[config.mk]
export PLATFORM = sky130hd
export DESIGN_NAME = tkc_front
export DESIGN_NICKNAME = d
export VERILOG_FILES = /design/src/hdl/tkc_pkg.sv /design/src/hdl/tkc_front.sv
export SDC_FILE = /design/constraint.sdc
export NUM_CORES = 1
export LEC_CHECK = 0
export BUFFER_PORTS_ARGS = -buffer_cell sky130_fd_sc_hd__buf_2
export CAP_MARGIN = 20
export CORE_MARGIN = 1
export CORE_UTILIZATION = 45
export CTS_CLUSTER_SIZE = 28
export DETAILED_ROUTE_END_ITERATION = 6
export GPL_TIMING_DRIVEN = 0
export HOLD_SLACK_MARGIN = 0.12
export PLACE_DENSITY = 0.75
export SLEW_MARGIN = 20
export SYNTH_ARGS = -nofsm -noshare
export SYNTH_HDL_FRONTEND = slang
export SYNTH_SLANG_ARGS = --single-unit
[constraint.sdc]
create_clock -name clk -period 3.1 [get_ports clk]
set_input_delay 0.155 -clock clk [delete_from_list [all_inputs] [get_ports clk]]
set_output_delay 0.155 -clock clk [all_outputs]
set_load 0.05 [all_outputs]
[src/hdl/tkc_pkg.sv]
`timescale 1ns / 1ps
package tkc_pkg;

    localparam int VERTEX_COUNT     = 4096;
    localparam int SLOTS_PER_VERTEX = 4;
    localparam int VTX_W            = 12;
    localparam int WORD_W           = 16;
    localparam int TOTAL_W          = 19;
    localparam int DIVD_W           = 28;
    localparam int REM_W            = 44;
    localparam int ROW_W            = SLOTS_PER_VERTEX * (2 * WORD_W + 1);

    localparam logic REQ_ADD  = 1'b0;
    localparam logic REQ_EMIT = 1'b1;

    typedef struct packed {
        logic              req_type;
        logic [VTX_W-1:0]  vertex;
        logic [WORD_W-1:0] deformer;
        logic [WORD_W-1:0] weight;
    } req_t;

    typedef struct packed {
        logic [SLOTS_PER_VERTEX-1:0]             written;
        logic [SLOTS_PER_VERTEX-1:0][WORD_W-1:0] dfm;
        logic [SLOTS_PER_VERTEX-1:0][WORD_W-1:0] wt;
    } row_t;

    typedef struct packed {
        logic [VTX_W-1:0]                        vertex;
        logic [SLOTS_PER_VERTEX-1:0][WORD_W-1:0] dfm;
        logic [SLOTS_PER_VERTEX-1:0][WORD_W-1:0] wt;
    } result_t;

    typedef enum logic [2:0] {
        S_CLEAR,
        S_IDLE,
        S_LOAD,
        S_PREP,
        S_DIV,
        S_DONE
    } back_state_t;

endpackage

[src/hdl/tkc_front.sv]
`timescale 1ns / 1ps
module tkc_front (
    input  logic          clk,
    input  logic          rst_n,
    input  logic          push,
    input  tkc_pkg::req_t push_req,
    output logic          full,
    input  logic          pop,
    output logic          empty,
    output tkc_pkg::req_t head
);
    import tkc_pkg::*;

    // two-entry request queue
    req_t       mem_reg [2];
    logic       wr_ptr_reg;
    logic       rd_ptr_reg;
    logic [1:0] count_reg;
    logic       do_push;
    logic       do_pop;

    assign full    = (count_reg == 2'd2);
    assign empty   = (count_reg == 2'd0);
    assign head    = mem_reg[rd_ptr_reg];
    assign do_push = push && !full;
    assign do_pop  = pop && !empty;

    always_ff @(posedge clk)
    begin
        if (do_push)
        begin
            mem_reg[wr_ptr_reg] <= push_req;
        end
    end

    always_ff @(posedge clk or negedge rst_n)
    begin
        if (!rst_n)
        begin
            wr_ptr_reg <= 1'b0;
            rd_ptr_reg <= 1'b0;
            count_reg  <= 2'd0;
        end
        else
        begin
            if (do_push)
            begin
                wr_ptr_reg <= ~wr_ptr_reg;
            end
            if (do_pop)
            begin
                rd_ptr_reg <= ~rd_ptr_reg;
            end
            count_reg <= count_reg + {1'b0, do_push} - {1'b0, do_pop};
        end
    end

endmodule

==> results of run 1 <==
==> synthesized netlist by cell type <==
master,instances,area (µm²)
nor2b_1,1,6.26
edfxtp_1,90,2700
xor2_1,1,8.76
dfrtp_1,4,100
mux2_4,39,586
nand2b_1,1,6.26
mux2_2,6,67.6
nor2_1,2,7.51
inv_1,2,7.51
buf_12,4,80.1
ha_1,2,25.0
and3_1,1,6.26
nand2_1,1,3.75
buf_6,1,11.3
xnor2_1,3,26.3
==> kinds of logic after synthesis <==
group / Yosys count
fa+ha+maj: 2
simple gates: 6
xor+xnor: 4
mux: 45
flops: 94
buf+inv: 7
==> cell usage in the layout, fill, tap and decap left out, types with 2 or more instances in the layout <==
master and instances:
mux2_2 6, buf_2 95, clkbuf_1 2, dfrtp_1 4, mux2_4 39, inv_1 2, edfxtp_1 90, buf_12 6
ha_1 2, clkinvlp_4 2, xnor2_1 3, dlygate4sd3_1 46, clkbuf_8 9
==> final cells by class <==
type,count,area (µm²)
Inverter,2,7.51
Tap cell,102,128
Timing Repair Buffer,143,976
Sequential cell,94,2800
Multi-Input combinational cell,57,752
Clock inverter,4,48.8
Clock buffer,11,131
Buffer,5,91.3
Fill cell,564,2830
==> metrics by stage <==
stage	area (µm²)	worst slack, ps	hold slack (ps)	total power, µW	instances
final	4940	1300	148	4970	418
after CTS	4940	1260	131	5020	418
after floorplan	3640	165	-141	3780	158
after global routing	4940	1140	135	5180	418
after global placement	4250	-872	-35.1	4180	355
after detailed placement	4300	1270	-31.2	4230	357
==> path summary, 6_finish.rpt <==
kind	end	slack, ps	cells past startpoint
max	mem_reg[0][21]$_DFFE_PP_	1300	4
min	wr_ptr_reg$_DFFE_PN0P_	150	2
max reg2reg	mem_reg[0][21]$_DFFE_PP_	1300	4
min reg2reg	count_reg[1]$_DFF_PN0_	520	1
max in group asynchronous	count_reg[1]$_DFF_PN0_	2830	2
min in group clk	wr_ptr_reg$_DFFE_PN0P_	210	3
==> per-layer routing <==
metal / vias to the layer above / share of wire [%]
li1: 921 / -
met1: 937 / 40
met2: 70 / 53
met3: 16 / 4.3
met4: 0 / 2.8
met5: - / 0
==> what timing repair did <==
action	4_1_cts	5_1_grt
hold buffers	46	0
endpoints found under the hold margin	94	0
gates resized for setup	0	0
endpoints found under the setup margin	0	0
==> power by group <==
group	switching, µW	total (µW)	internal [µW]
combinational	1560	2410	851
clock	375	741	366
sequential	83.7	1820	1740
total	2020	4970	2960
==> results_dict.tcl, run 1 <==
set metrics [dict create \
    numCtsBuffers 9 \
    p_per_area_mw_per_mm2 1010 \
    fin_crit_sh_pct 57.9 \
    synthSimpleGateAreaFrac_pct 0.824 \
    die_area_mm2 0.00846 \
    hold_viol 0 \
    wirelength_um 6100 \
    routabilityCongestion 0.660 \
    crit_chain "nand2b_1 > nand2_1 > nor2_4 > buf_12" \
    crit_type "reg2reg" \
    start_util_pct 46.9 \
    vdd_drop_max_mv 0.806 \
    crit_arrival_ps 1840 \
    largest_register_ffs 90 \
    yosysWarningCount 0 \
    slowest_stage "nor2_4" \
    clkSlewWorstSetupHoldPaths_ps 80 \
    num_antenna_cells 0 \
    final_util_pct 63.6 \
    fin_crit_ps 1800 \
    p_leak_uw 0.00199 \
    cts_tree "built" \
    syn_area_mm2 0.00364 \
    syn_to_final_growth_pct 35.5 \
    grtUsageTotal_pct 15.4 \
    grt_pass1_vias 2064 \
    critPathTopFamily "simple AND/OR/NAND/NOR gates" \
    syn_inst 158 \
    fmax_ghz 0.557 \
    synth_mux_area_share_pct 17.9 \
    maxSlewViolCount 0 \
    drc 0 \
    fin_setup_tns_ps 0 \
    synth_fa_ha_area_share_pct 0.687 \
    grtUsageMet2_pct 27.8 \
    critPathBufInv 1 \
    grt_max_degree 27 \
    syn_avg_cell_area_um2 23.1 \
    avgViaCountPerCell 4.65 \
    grt_busiest_layer "met2" \
    tightest_slew_ps 646 \
    grt_remaining_overflow 0 \
    htreeDepth 3 \
    cts.sink_count 94 \
    clk_latency_ps 340 \
    synth_compound_area_share_pct 0 \
    fp.dieW_um 92.0 \
    setup_violations 0 \
    coreArea_mm2 0.00777 \
    max-cap-violations 0 \
    critPathRequiredTime_ps 3140 \
    max_slew_margin_pct 56.8 \
    skew_ps 7.15 \
    grt_first_pass_wirelength_um 9680 \
    dp_hpwl_um 3760 \
    rows 32 \
    crit_path_start "count_reg[0]$_DFF_PN0_" \
    use_met1_pct 17.0 \
    status "finished, final reports clean" \
    yosys.cell_types.count 15 \
    ys_seq_area_share_pct 76.9 \
    cts_buffer_depth 2 \
    wire_per_inst_um 14.6 \
    critPathMaxFanout 26 \
    drt-initial-drc-count 34 \
    via_count 1944 \
    use_met3_pct 3.57 \
    hp-class "in2async" \
    io_pins 96 \
    port_buffers 95 \
    reg2reg_from "count_reg[0]$_DFF_PN0_" \
    cts_setup_buffers 0 \
    drtAntennaViolNets 0 \
    antenna_found_initial 0 \
    die_height_um 92.0 \
    synth_top_family_by_area "multiplexers" \
    drive_gt1_share_pct 50.9 \
    clk_root_buffer_cell "clkbuf_8" \
    synth.net_count 209 \
    first_pass_iters 4 \
    synth_xor_area_share_pct 0.961 \
    start_kind "register" \
    cp-end-kind "register" \
    nNetsFinal 363 \
    critical_path.max_stage_delay_ps 530 \
    rsz0062_at_grt "no" \
    synth-seq-cells 94 \
]
No activity file was read; power rests on OpenSTA's default activity.
==> inputs of run 2 (changes only) <==
--- a/config.mk
+++ b/config.mk
@@ -13,7 +13,7 @@
 export DETAILED_ROUTE_END_ITERATION = 6
 export GPL_TIMING_DRIVEN = 0
 export HOLD_SLACK_MARGIN = 0.12
-export PLACE_DENSITY = 0.75
+export PLACE_DENSITY = 0.72
 export SLEW_MARGIN = 20
 export SYNTH_ARGS = -nofsm -noshare
 export SYNTH_HDL_FRONTEND = slang
==> constraint.sdc (replaced) <==
create_clock -name clk -period 1.8 [get_ports clk]
set_input_delay 0.09 -clock clk [delete_from_list [all_inputs] [get_ports clk]]
set_output_delay 0.09 -clock clk [all_outputs]
set_load 0.05 [all_outputs]
==> run 2 against run 1 <==
  * Routed wire length fell by 2.6%
  * Via count down 0.10%
  * Sequential share of layout area shrank 0.98 points
  * Global-route usage fell by 0.32 points
  * Cell count rose by 1.2%
  * Sequential power increased by 72%
  * Die area unchanged
  * Clock-buffer cell count shrank 2
  * Combinational power is 75% higher
  * Clock skew barely moved
  * Sequential cell count unchanged
  * Critical path type is now reg2out
  * Largest power group unchanged
  * Highest routed layer unchanged
==> results_dict.tcl, run 2 (synthesis gave the netlist of run 1 again) <==
set metrics [dict create \
    status "finished, final reports clean" \
    p_int_uw 5290 \
    grt_max_degree 46 \
    fin_area_mm2 0.00502 \
    port_buffers 95 \
    start_util_pct 46.9 \
    slowest_stage "dfrtp_1" \
    drive_gt1_share_pct 51.7 \
    wirelength_um 5930 \
    p_seq_share_pct 35.7 \
    use_met3_pct 3.23 \
    cts_buffer_depth 2 \
    fmax_ghz 0.601 \
    drt-initial-drc-count 45 \
    crit_arrival_ps 1570 \
    fill_cells 569 \
    p_leak_uw 0.00204 \
    syn_to_final_growth_pct 37.8 \
    numCtsBuffers 9 \
    io_pins 96 \
    die_height_um 92.0 \
    grtUsageMet2_pct 26.1 \
    critical_path.max_stage_delay_ps 340 \
    coreArea_mm2 0.00777 \
    grt_first_pass_wirelength_um 9440 \
    largest_register_ffs 90 \
    preCtsSetupSlack_ps -108 \
    grt_pass1_vias 2068 \
    rsz0062_at_grt "no" \
    hp-class "in2reg" \
    final_cell_mix "buf_2, edfxtp_1, dlygate4sd3_1, mux2_4, clkbuf_8" \
    cts.sink_count 94 \
    p_clk_share_pct 16.4 \
    use_met1_pct 17.9 \
    fp.dieW_um 92.0 \
    hold_slack_ps 146 \
    skew_ps 7.59 \
    via_count 1942 \
    tightest_slew_ps 633 \
    clk_root_buffer_cell "clkbuf_8" \
    setup_violations 0 \
    vdd_drop_max_mv 1.39 \
    max-cap-violations 0 \
    layout_commonest_cell "buf_2" \
    nNetsFinal 367 \
    placed_cell_area_mm2 0.00431 \
    wire_per_inst_um 14.0 \
    clkSlewWorstSetupHoldPaths_ps 80 \
    crit_chain "buf_6 > buf_12 > mux2_4 > buf_2" \
    power.switching_uw 3500 \
    grtUsageTotal_pct 15.0 \
    max_slew_margin_pct 57.8 \
    die_area_mm2 0.00846 \
    fin_crit_ps 1660 \
    avgViaCountPerCell 4.59 \
    critPathMaxFanout 10 \
    rows 32 \
    num_antenna_cells 0 \
    drc 0 \
    p_per_area_mw_per_mm2 1750 \
    finalWorstSetupSlack_ps 136 \
    p_sw_share_pct 39.8 \
    routabilityCongestion 0.691 \
    crit_type "reg2out" \
    comb_power_share_pct 47.9 \
    first_pass_iters 4 \
    grt_remaining_overflow 0 \
    cts_tree "built" \
    dp_hpwl_um 3680 \
    start_kind "register" \
    cp-end-kind "output port" \
    htreeDepth 3 \
    antenna_found_initial 0 \
    drtAntennaViolNets 0 \
    clk_latency_ps 350 \
    critPathRequiredTime_ps 1710 \
    grt_busiest_layer "met2" \
    hold_viol 0 \
    fin_crit_sh_pct 92.4 \
    maxSlewViolCount 0 \
]
[run 2: timing repair]
action / 4_1_cts / 5_1_grt
hold buffers: 47 / 0
pin swaps: 0 / 1
setup buffers: 0 / 3
gates cloned: 0 / 0
gates resized for setup: 1 / 0
endpoints found under the setup margin: 45 / 34
hold endpoints to repair: 94 / 0
[run 2: area by class of cell]
class	count	area, µm²	area share (%)
flip-flops and latches	94	2800	55.8
repair buffers	147	1020	20.4
multi-input cells	57	758	15.1
well taps	102	128	2.54
clock buffers	9	124	2.47
plain buffers	5	91.3	1.82
clock inverters	7	88.8	1.77
inverters	2	7.51	0.149
[run 2: through the flow]
stage                     std cells  setup TNS (ps)  total power (µW)  utilization (%)
after CTS                       420               0              8870             64.4
after global placement          355          -19350              7190             54.8
after detailed placement        357           -4740              7330             55.5
after global routing            423               0              9170             64.7
after floorplan                 158           -69.0              6520                -
final                           423               0              8790             64.7
[run 2: power groups by stage]
stage	logic [µW]	registers (µW)	clock network, µW
after floorplan	3360	3150	0
after global placement	4020	3170	0
after detailed placement	4140	3190	0
after CTS	4230	3140	1500
after global routing	4420	3180	1570
final	4210	3130	1440
[run 2: worst paths after layout]
| check | cells after the start | from | slack [ps] | to |
|---|---|---|---|---|
| max | 4 | rd_ptr_reg$_DFFE_PN0P_ | 140 | head[40] |
| min | 3 | push | 150 | wr_ptr_reg$_DFFE_PN0P_ |
| max in group asynchronous | 3 | rst_n | 970 | rd_ptr_reg$_DFFE_PN0P_ |
| min in group asynchronous | 3 | rst_n | 650 | wr_ptr_reg$_DFFE_PN0P_ |
| min reg2reg | 1 | count_reg[1]$_DFF_PN0_ | 530 | count_reg[1]$_DFF_PN0_ |
| max reg2reg | 7 | count_reg[1]$_DFF_PN0_ | 170 | count_reg[1]$_DFF_PN0_ |
[run 2: worst max-delay path: cells and delay by family, from the launching register on]
family | cells | cell delay (ps)
multiplexers | 1 | 310
flip-flops | 1 | 340
buffers and inverters | 3 | 570
[run 2: routing by layer]
layer,wire (µm),vias up
met2,2980,73
met5,0,-
li1,-,930
met3,327,11
met1,2520,928
met4,106,0
==> inputs of run 3 (changes only) <==
--- a/config.mk
+++ b/config.mk
@@ -5,6 +5,7 @@
 export SDC_FILE = /design/constraint.sdc
 export NUM_CORES = 1
 export LEC_CHECK = 0
+export ABC_AREA = 1
 export BUFFER_PORTS_ARGS = -buffer_cell sky130_fd_sc_hd__buf_2
 export CAP_MARGIN = 20
 export CORE_MARGIN = 1
==> run 3 against run 2 <==
  * Clock skew rose by 3.4 ps
  * Non-clock buffer count rose by 4
  * Maximum frequency fell by 1.7%
  * Combinational power rose by 5%
  * Routed wire length rose by 18%
  * Area after synthesis fell by 2.3%
  * Register-to-register slack got worse by 20 ps
  * Critical endpoint is now head[29]
  * Largest power group unchanged
==> results_dict.tcl, run 3 <==
set metrics [dict create \
    synth_xor_area_share_pct 0 \
    crit_arrival_ps 1600 \
    fp.dieW_um 90.9 \
    p_leak_uw 0.00217 \
    ys.flop_type "edfxtp_1" \
    tightest_slew_ps 569 \
    critPathBufInv 3 \
    ys_seq_area_share_pct 78.7 \
    wirelength_um 7020 \
    synth_common_cells "nand2_1, edfxtp_1, inv_1, buf_12, dfrtp_1" \
    fin_total_pwr_uw 8810 \
    syn_avg_cell_area_um2 13.3 \
    rsz0062_at_grt "no" \
    cts_buffer_depth 2 \
    drc 0 \
    placed_cell_area_mm2 0.00423 \
    nNetsFinal 478 \
    synth_mux_area_share_pct 0 \
    fin_crit_sh_pct 94.0 \
    clk_root_buffer_cell "clkbuf_8" \
    crit_chain "inv_2 > buf_2 > nand2_1 > nand2_1 > buf_2" \
    drive_gt1_share_pct 29.0 \
    cp-end-kind "output port" \
    drt-initial-drc-count 80 \
    finalWorstSetupSlack_ps 108 \
    cts_tree "built" \
    setup_violations 0 \
    critPathMaxFanout 10 \
    antenna_found_initial 0 \
    io_pins 96 \
    yosysWarningCount 0 \
    critical_path.max_stage_delay_ps 400 \
    critPathTopFamily "buffers and inverters" \
    synth_fa_ha_area_share_pct 0.703 \
    dp_hpwl_um 4190 \
    yosys.cell_types.count 12 \
    grtUsageTotal_pct 18.6 \
    synth_top_cell_area_share_pct 75.9 \
    yosysMostFrequentCell "nand2_1" \
    drtAntennaViolNets 0 \
    synth_top_family_by_area "simple AND/OR/NAND/NOR gates" \
    grt_max_degree 24 \
    final_util_pct 64.1 \
    fin_setup_tns_ps 0 \
    layout_commonest_cell "nand2_1" \
    cts.sink_count 94 \
    largest_register_ffs 90 \
    die_area_mm2 0.00827 \
    final_cell_mix "nand2_1, buf_2, edfxtp_1, dlygate4sd3_1, clkbuf_8" \
    p_per_area_mw_per_mm2 1790 \
    clkSlewWorstSetupHoldPaths_ps 90 \
    maxSlewViolCount 0 \
    start_util_pct 46.3 \
    grt_pass1_vias 2469 \
    synth_edf_count 90 \
    clk_latency_ps 360 \
    avgViaCountPerCell 4.51 \
    fin_crit_ps 1690 \
    syn_inst 268 \
    wire_per_inst_um 13.2 \
    status "finished, final reports clean" \
    synth.net_count 319 \
    synth_compound_area_share_pct 0 \
    fmax_ghz 0.591 \
    yosysTopAreaCell "edfxtp_1" \
    syn_area_mm2 0.00356 \
    critPathRequiredTime_ps 1710 \
    hold_viol 0 \
    routabilityCongestion 0.748 \
    vdd_drop_max_mv 0.992 \
    hp-class "in2reg" \
    first_pass_iters 4 \
    synth-seq-cells 94 \
    coreArea_mm2 0.00769 \
    preCtsSetupSlack_ps -323 \
    grt_remaining_overflow 0 \
    fin_area_mm2 0.00493 \
    max-cap-violations 0 \
    skew_ps 11.0 \
    crit_type "reg2out" \
    synthSimpleGateAreaFrac_pct 16.1 \
    async_reset_ff_share_pct 4.26 \
    grt_first_pass_wirelength_um 11300 \
    via_count 2402 \
    rows 32 \
    syn_to_final_growth_pct 38.5 \
    port_buffers 95 \
    slowest_stage "dfrtp_1" \
    die_height_um 90.9 \
    htreeDepth 3 \
    synth_area_leaders "edfxtp_1, nand2_1, dfrtp_1" \
    max_slew_margin_pct 62.0 \
    num_antenna_cells 0 \
    start_kind "register" \
    numCtsBuffers 9 \
]
==> run 3: cell count changes after synthesis, moves of 6 or more <==
| cell | delta |
|---|---|
| nand2_1 | +147 |
| mux2_4 | -39 |
| inv_1 | +8 |
| mux2_2 | -6 |
==> run 3: worst reg2reg max path, delay by kind of cell, from the launching register on <==
| family | cells | cell delay, ps |
|---|---|---|
| buf+inv | 2 | 580 |
| flops | 1 | 390 |
| simple gates | 2 | 260 |
==> run 3: logic make-up after synthesis <==
family	after synthesis
and+or+nand+nor	152
adders and majority gates	2
buffers and inverters	20
DFF	94
==> run 3: report_power, final <==
| part | internal (µW) | switching, µW | total [µW] |
|---|---|---|---|
| Clock | 625 | 672 | 1300 |
| Sequential | 2980 | 127 | 3110 |
| Combinational | 1100 | 3300 | 4400 |
| Total | 4710 | 4100 | 8810 |
==> run 3: path summary, 6_finish.rpt <==
path,startpoint,to,slack (ps),cells after the start
setup / recovery,rd_ptr_reg$_DFFE_PN0P_,head[29],110,5
min in group asynchronous,rst_n,wr_ptr_reg$_DFFE_PN0P_,620,3
hold / removal,push_req[39],mem_reg[0][39]$_DFFE_PP_,450,2
hold reg to reg,wr_ptr_reg$_DFFE_PN0P_,wr_ptr_reg$_DFFE_PN0P_,480,2
setup reg to reg,count_reg[0]$_DFF_PN0_,mem_reg[0][0]$_DFFE_PP_,150,4
max in group asynchronous,rst_n,count_reg[1]$_DFF_PN0_,1000,3
==> run 3: routing by layer <==
metal  global-route usage (%)  up-vias  share of wire, %
li1                         -     1209                 -
met1                     19.1     1109                39
met2                     34.0       67                54
met3                     4.77       17               4.3
met4                     10.8        0               2.9
met5                        0        -                 0
==> run 3: stage by stage <==
step / hold WS, ps / std cells
2_1_floorplan: -206 / 268
3_3_place_gp: -100 / 465
3_5_place_dp: -96.1 / 467
4_1_cts: 432 / 533
5_1_grt: 430 / 533
6_report: 446 / 533
==> run 3: cell type report <==
type | instances | area (µm²)
clock buffer | 10 | 128
timing repair buffer | 147 | 1030
inverter | 11 | 45.0
buffer | 9 | 121
timing repair inverter | 1 | 7.51
clock inverter | 5 | 51.3
fill | 568 | 2760
multi-input combinational | 154 | 619
sequential | 94 | 2800
tap | 102 | 128
==> run 3: what timing repair did <==
action / CTS / global route
hold buffers: 49 / 0
resized for setup: 2 / 3
hold endpoints to repair: 96 / 0
pin swaps: 1 / 0
gates cloned: 1 / 0
setup buffers: 1 / 0
setup endpoints to repair: 60 / 23
